===== src/hw/rtl/bell_number_triangle_defines.svh =====
// ----------------------------------------------------------------------------
// Bell number triangle assertion macros
// Shared concurrent assertion forms, clocked on clk, disabled in reset.
// ----------------------------------------------------------------------------
`ifndef BELL_NUMBER_TRIANGLE_DEFINES_SVH
`define BELL_NUMBER_TRIANGLE_DEFINES_SVH

// antecedent implies consequent in the same cycle
`define BNT_ASSERT_SAME(label, ante, cons, msg) \
	label: assert property (@(posedge clk) disable iff (!arst_n) (ante) |-> (cons)) \
		else $error(msg);

// antecedent implies consequent in the next cycle
`define BNT_ASSERT_NEXT(label, ante, cons, msg) \
	label: assert property (@(posedge clk) disable iff (!arst_n) (ante) |=> (cons)) \
		else $error(msg);

`endif


===== src/hw/rtl/bnt_pkg.sv =====
// ----------------------------------------------------------------------------
// Bell number triangle package
// Index width, controller states and the controller-to-datapath command.
// ----------------------------------------------------------------------------
package bnt_pkg;

	localparam int IDX_W = 6;

	typedef enum logic [4:0] {
		ST_IDLE  = 5'b00001,
		ST_INIT  = 5'b00010,
		ST_ROW   = 5'b00100,
		ST_SWEEP = 5'b01000,
		ST_DONE  = 5'b10000
	} bnt_state_t;

	typedef struct packed {
		logic             acc_init;
		logic             wr_acc;
		logic             add_wr;
		logic [IDX_W-1:0] wr_addr;
		logic             rd_en;
		logic [IDX_W-1:0] rd_addr;
	} bnt_cmd_t;

endpackage


===== src/hw/rtl/bnt_ctrl.sv =====
// ----------------------------------------------------------------------------
// Bell number triangle controller
// Sequences the row builds and sweeps and issues datapath commands.
// ----------------------------------------------------------------------------
module bnt_ctrl import bnt_pkg::*; #(
	parameter int MAX_INDEX = 58
) (
	input  logic             clk,
	input  logic             arst_n,
	input  logic             start,
	input  logic [IDX_W-1:0] index_n,
	output logic             busy,
	output logic             done,
	output bnt_cmd_t         cmd
);

	localparam logic [IDX_W-1:0] IDX_ONE = IDX_W'(1);
	localparam logic [IDX_W-1:0] IDX_TWO = IDX_W'(2);
	localparam logic [IDX_W-1:0] IDX_MAX = IDX_W'(MAX_INDEX);

	bnt_state_t       state_q;
	logic [IDX_W-1:0] n_q;
	logic [IDX_W-1:0] i_q;
	logic [IDX_W-1:0] k_q;
	logic [IDX_W-1:0] n_sat;

	assign n_sat = (index_n > IDX_MAX) ? IDX_MAX : index_n;

	always_ff @(posedge clk or negedge arst_n) begin
		if (!arst_n) begin
			state_q <= ST_IDLE;
			n_q     <= '0;
			i_q     <= '0;
			k_q     <= '0;
		end else begin
			case (state_q)
				ST_IDLE: begin
					if (start) begin
						n_q     <= n_sat;
						state_q <= (n_sat < IDX_TWO) ? ST_DONE : ST_INIT;
					end
				end
				ST_INIT: begin
					i_q     <= IDX_ONE;
					state_q <= ST_ROW;
				end
				ST_ROW: begin
					k_q     <= i_q - IDX_ONE;
					state_q <= ST_SWEEP;
				end
				ST_SWEEP: begin
					if (k_q != '0) begin
						k_q <= k_q - IDX_ONE;
					end else if (i_q + IDX_ONE == n_q) begin
						state_q <= ST_DONE;
					end else begin
						i_q     <= i_q + IDX_ONE;
						state_q <= ST_ROW;
					end
				end
				ST_DONE: begin
					state_q <= ST_IDLE;
				end
				default: begin
					state_q <= ST_IDLE;
				end
			endcase
		end
	end

	always_comb begin
		cmd = '0;
		case (state_q)
			ST_IDLE: begin
				cmd.acc_init = start;
			end
			ST_INIT: begin
				cmd.wr_acc = 1'b1;
			end
			ST_ROW: begin
				cmd.wr_acc  = 1'b1;
				cmd.wr_addr = i_q;
				cmd.rd_en   = 1'b1;
				cmd.rd_addr = i_q - IDX_ONE;
			end
			ST_SWEEP: begin
				cmd.add_wr  = 1'b1;
				cmd.wr_addr = k_q;
				cmd.rd_en   = (k_q != '0);
				cmd.rd_addr = k_q - IDX_ONE;
			end
			default: begin
				cmd = '0;
			end
		endcase
	end

	assign busy = (state_q != ST_IDLE);
	assign done = (state_q == ST_DONE);

endmodule


===== config.mk =====
export PLATFORM = sky130hd
export DESIGN_NAME = bnt_ctrl
export DESIGN_NICKNAME = d
export VERILOG_FILES = /design/src/hw/rtl/bell_number_triangle_defines.svh /design/src/hw/rtl/bnt_pkg.sv /design/src/hw/rtl/bnt_ctrl.sv
export SDC_FILE = /design/constraint.sdc
export NUM_CORES = 1
export LEC_CHECK = 0
export BUFFER_PORTS_ARGS = -buffer_cell sky130_fd_sc_hd__buf_4
export CORE_UTILIZATION = 56
export DETAILED_ROUTE_END_ITERATION = 8
export GPL_ROUTABILITY_DRIVEN = 0
export PLACE_DENSITY = 0.79
export SYNTH_ARGS = -nofsm -noshare
export SYNTH_HDL_FRONTEND = slang
export SYNTH_SLANG_ARGS = --single-unit
export TNS_END_PERCENT = 5

===== constraint.sdc =====
create_clock -name clk -period 2.45 [get_ports clk]
set_input_delay 0.245 -clock clk [delete_from_list [all_inputs] [get_ports clk]]
set_output_delay 0.245 -clock clk [all_outputs]
set_load 0.02 [all_outputs]

==> impl_metrics.toml <==
[placed_design]
dpl.cell_count = 241
pre_cts_slack_ns = 0.233
io_buffer_count = 26
dp_hpwl_um = 2830

[worst_setup_path]
critPathLaunch = "i_q[0]"
reg2reg_slack_ns = 0.24
cp_max_fo = 9
cp_data_arrival_time_ns = 2.44
cp-start-kind = "flop"
r2r-start = "i_q[0]"
worstPathRequired_ns = 2.67
end_kind = "flop"
criticalPathCategory = "reg -> reg"

[yosys]
synth_simple_gate_area_frac = 0.219
ys_seq_area_frac = 0.356
ys.flop_type = "dfrtp_1"
synth-edff-count = 0
synth-xor-area-share = 0.0757
ys_ff_latch = 23
syn_nets = 201
synth-adder-area-share = 0.0309
async_flop_share = 1.00
synth.distinct_cells = 46
syn_area_sq_um = 1620
synth.area.mux_share = 0.0270
syn_area_per_cell_sq_um = 8.61
synth_compound_area_frac = 0.233
synth_cells = 188
ys.warnings.count = 0
synth_top_family_by_area = "compound AO/OA/AOI/OAI gates"

[cells_and_area]
final_nets = 229
fin_cells = 246
area_growth_pct = 17.3
antenna_cells = 0
drive_above_1_share = 0.233

[worst_hold_path]
hold_start = "start"
hold_class = "in -> reg"

[status]
outcome = "complete, no violations"

[floorplanning]
start_util = 0.587
num_rows = 19
chipHeight_um = 55.8
die-area_sq_um = 3110
fp.dieW_um = 55.8
coreArea_sq_um = 2760
ios = 27

[timing]
tns_ns = 0
finalSetupViolCount = 0
period_share = 0.903
report.final.slew_viol_count = 0
finalCriticalPeriod_ns = 2.21
skew_ns = 0.00784
setup_ws_ns = 0.239
rsz0062_at_grt = "false"
tightest_slew_ns = 0.497
max_slew_margin = 0.664
fmax_mhz = 452
hold_violations = 0

[clock_network]
cts.sinks = 23
clk_latency_ns = 0.33
clk_path_buf_depth = 2
cts-root-buf = "clkbuf_4"
numCtsBuffers = 3
htreeDepth = 1
cts_tree = "done"
clkTransAtPathRegs_ns = 0.15
post_cts_buffers = 0

[power]
power_mw = 2.04
p_per_area_nw_per_um2 = 1070
p_leak_nw = 0.863
ir_drop_uv = 715

[route]
vias = 1515
ant_nets = 0
viasPerCell = 6.16
first_iter_violations = 75
detail_route.wirelength_um = 3860
drc_errors = 0
firstDrtPassIters = 4
post_drt_wl_per_cell_um = 15.7

[global_route]
antenna_found_initial = 0
overflow = 0
groute.usage.overall = 0.271
grt_max_degree = 24
grt_pass1_vias = 1450
grt_pass1_wl_um = 6550

[job]
drv_cap = 0
==> Yosys cell counts, drive strengths merged, types with 2 or more instances <==
library cell / n / area, sq um
a21oi: 5 / 28.8
buf: 6 / 32.5
xnor2: 10 / 87.6
mux2: 3 / 33.8
nor4: 3 / 18.8
nand3: 5 / 25.0
a32o: 3 / 30.0
nand3b: 2 / 15.0
nor2: 8 / 30.0
o2bb2ai: 5 / 43.8
clkbuf: 6 / 22.5
nor3b: 3 / 22.5
a22o: 3 / 26.3
nand2b: 5 / 31.3
o22ai: 8 / 50.1
xor2: 4 / 35.0
a22oi: 4 / 30.0
dfrtp: 22 / 551
ha: 4 / 50.1
nor3: 9 / 50.1
o21ai: 12 / 60.1
nand2: 28 / 105
or3: 2 / 17.5
inv: 10 / 37.5
nand4: 2 / 12.5
==> routing by layer <==
metal / vias to the layer above / share of wire / track usage
met5: - / 0 / 0
met4: 0 / 0.030 / 0.168
met2: 59 / 0.49 / 0.439
met1: 713 / 0.43 / 0.352
li1: 730 / - / -
met3: 13 / 0.048 / 0.0233
==> per-stage QoR <==
step	utilization	instance area, sq um	hold WS [ns]
floorplan	-	1620	-0.0506
finish	0.689	1900	0.0940
CTS	0.688	1900	0.0915
detailed placement	0.674	1860	0.159
global route	0.689	1900	0.107
global placement	0.674	1860	0.154
==> worst paths after layout <==
path	to	cells past startpoint
max	i_q[3]	7
min	state_q[0]	2
max reg2reg	i_q[3]	7
min reg2reg	n_q[2]	2
max in group asynchronous	state_q[0]	2
min in group asynchronous	state_q[3]	2
==> flip-flops by register name (all words and copies together) (netlist names) <==
signal   flops
i_q          6
k_q          6
state_q      5
n_q          6
==> worst max-delay path, cell delays in order, from the launching register on <==
cell	delay (ns)
dfrtp_2	0.50
inv_1	0.09
ha_1	0.37
xor2_1	0.21
a2111oi_4	0.39
nand3b_1	0.22
a22oi_1	0.22
o2bb2ai_1	0.10
==> what timing repair did <==
item,4_1_cts,5_1_grt
resized for setup,0,1
endpoints found under the setup margin,0,2
hold buffers,1,0
endpoints found under the hold margin,22,0
==> where the power goes <==
group | switching, mW | leakage, nW | internal, mW | total (mW)
clock | 0.133 | 0.0139 | 0.0626 | 0.195
sequential | 0.166 | 0.294 | 0.515 | 0.681
combinational | 0.651 | 0.555 | 0.512 | 1.16
==> kinds of logic after synthesis <==
group           Yosys count
simple gates             71
compound gates           50
flops                    23
buf+inv                  22
xor+xnor                 14
mux                       4
fa+ha+maj                 4
==> final cells by class <==
cell class              count  area (sq um)
clock inverters             1          7.51
inverters                  10          37.5
multi-input cells         143           950
fillers                   231           858
well taps                  31          38.8
flip-flops and latches     23           578
clock buffers               3          22.5
repair buffers             35           265
==> cell usage in the layout (no fill, tap or decap), types with 2 or more instances in the layout <==
master | synthesis | routed
dfrtp_1 | 22 | 21
nand3_1 | 5 | 5
inv_1 | 10 | 10
ha_1 | 4 | 4
nor3b_1 | 3 | 3
clkbuf_4 | 0 | 3
nand2b_1 | 5 | 5
nand2_1 | 28 | 28
mux2_2 | 3 | 3
a22oi_1 | 4 | 4
a32o_1 | 3 | 3
nor4_1 | 3 | 3
o2bb2ai_1 | 5 | 5
nor3_1 | 8 | 8
xnor2_1 | 10 | 10
xor2_1 | 4 | 4
o22ai_1 | 8 | 8
a22o_1 | 3 | 3
a21oi_1 | 4 | 4
nand4_1 | 2 | 2
o21ai_0 | 12 | 12
buf_4 | 0 | 34
nand3b_1 | 2 | 2
nor2_1 | 8 | 8
Power figures use the tool's default switching activity.
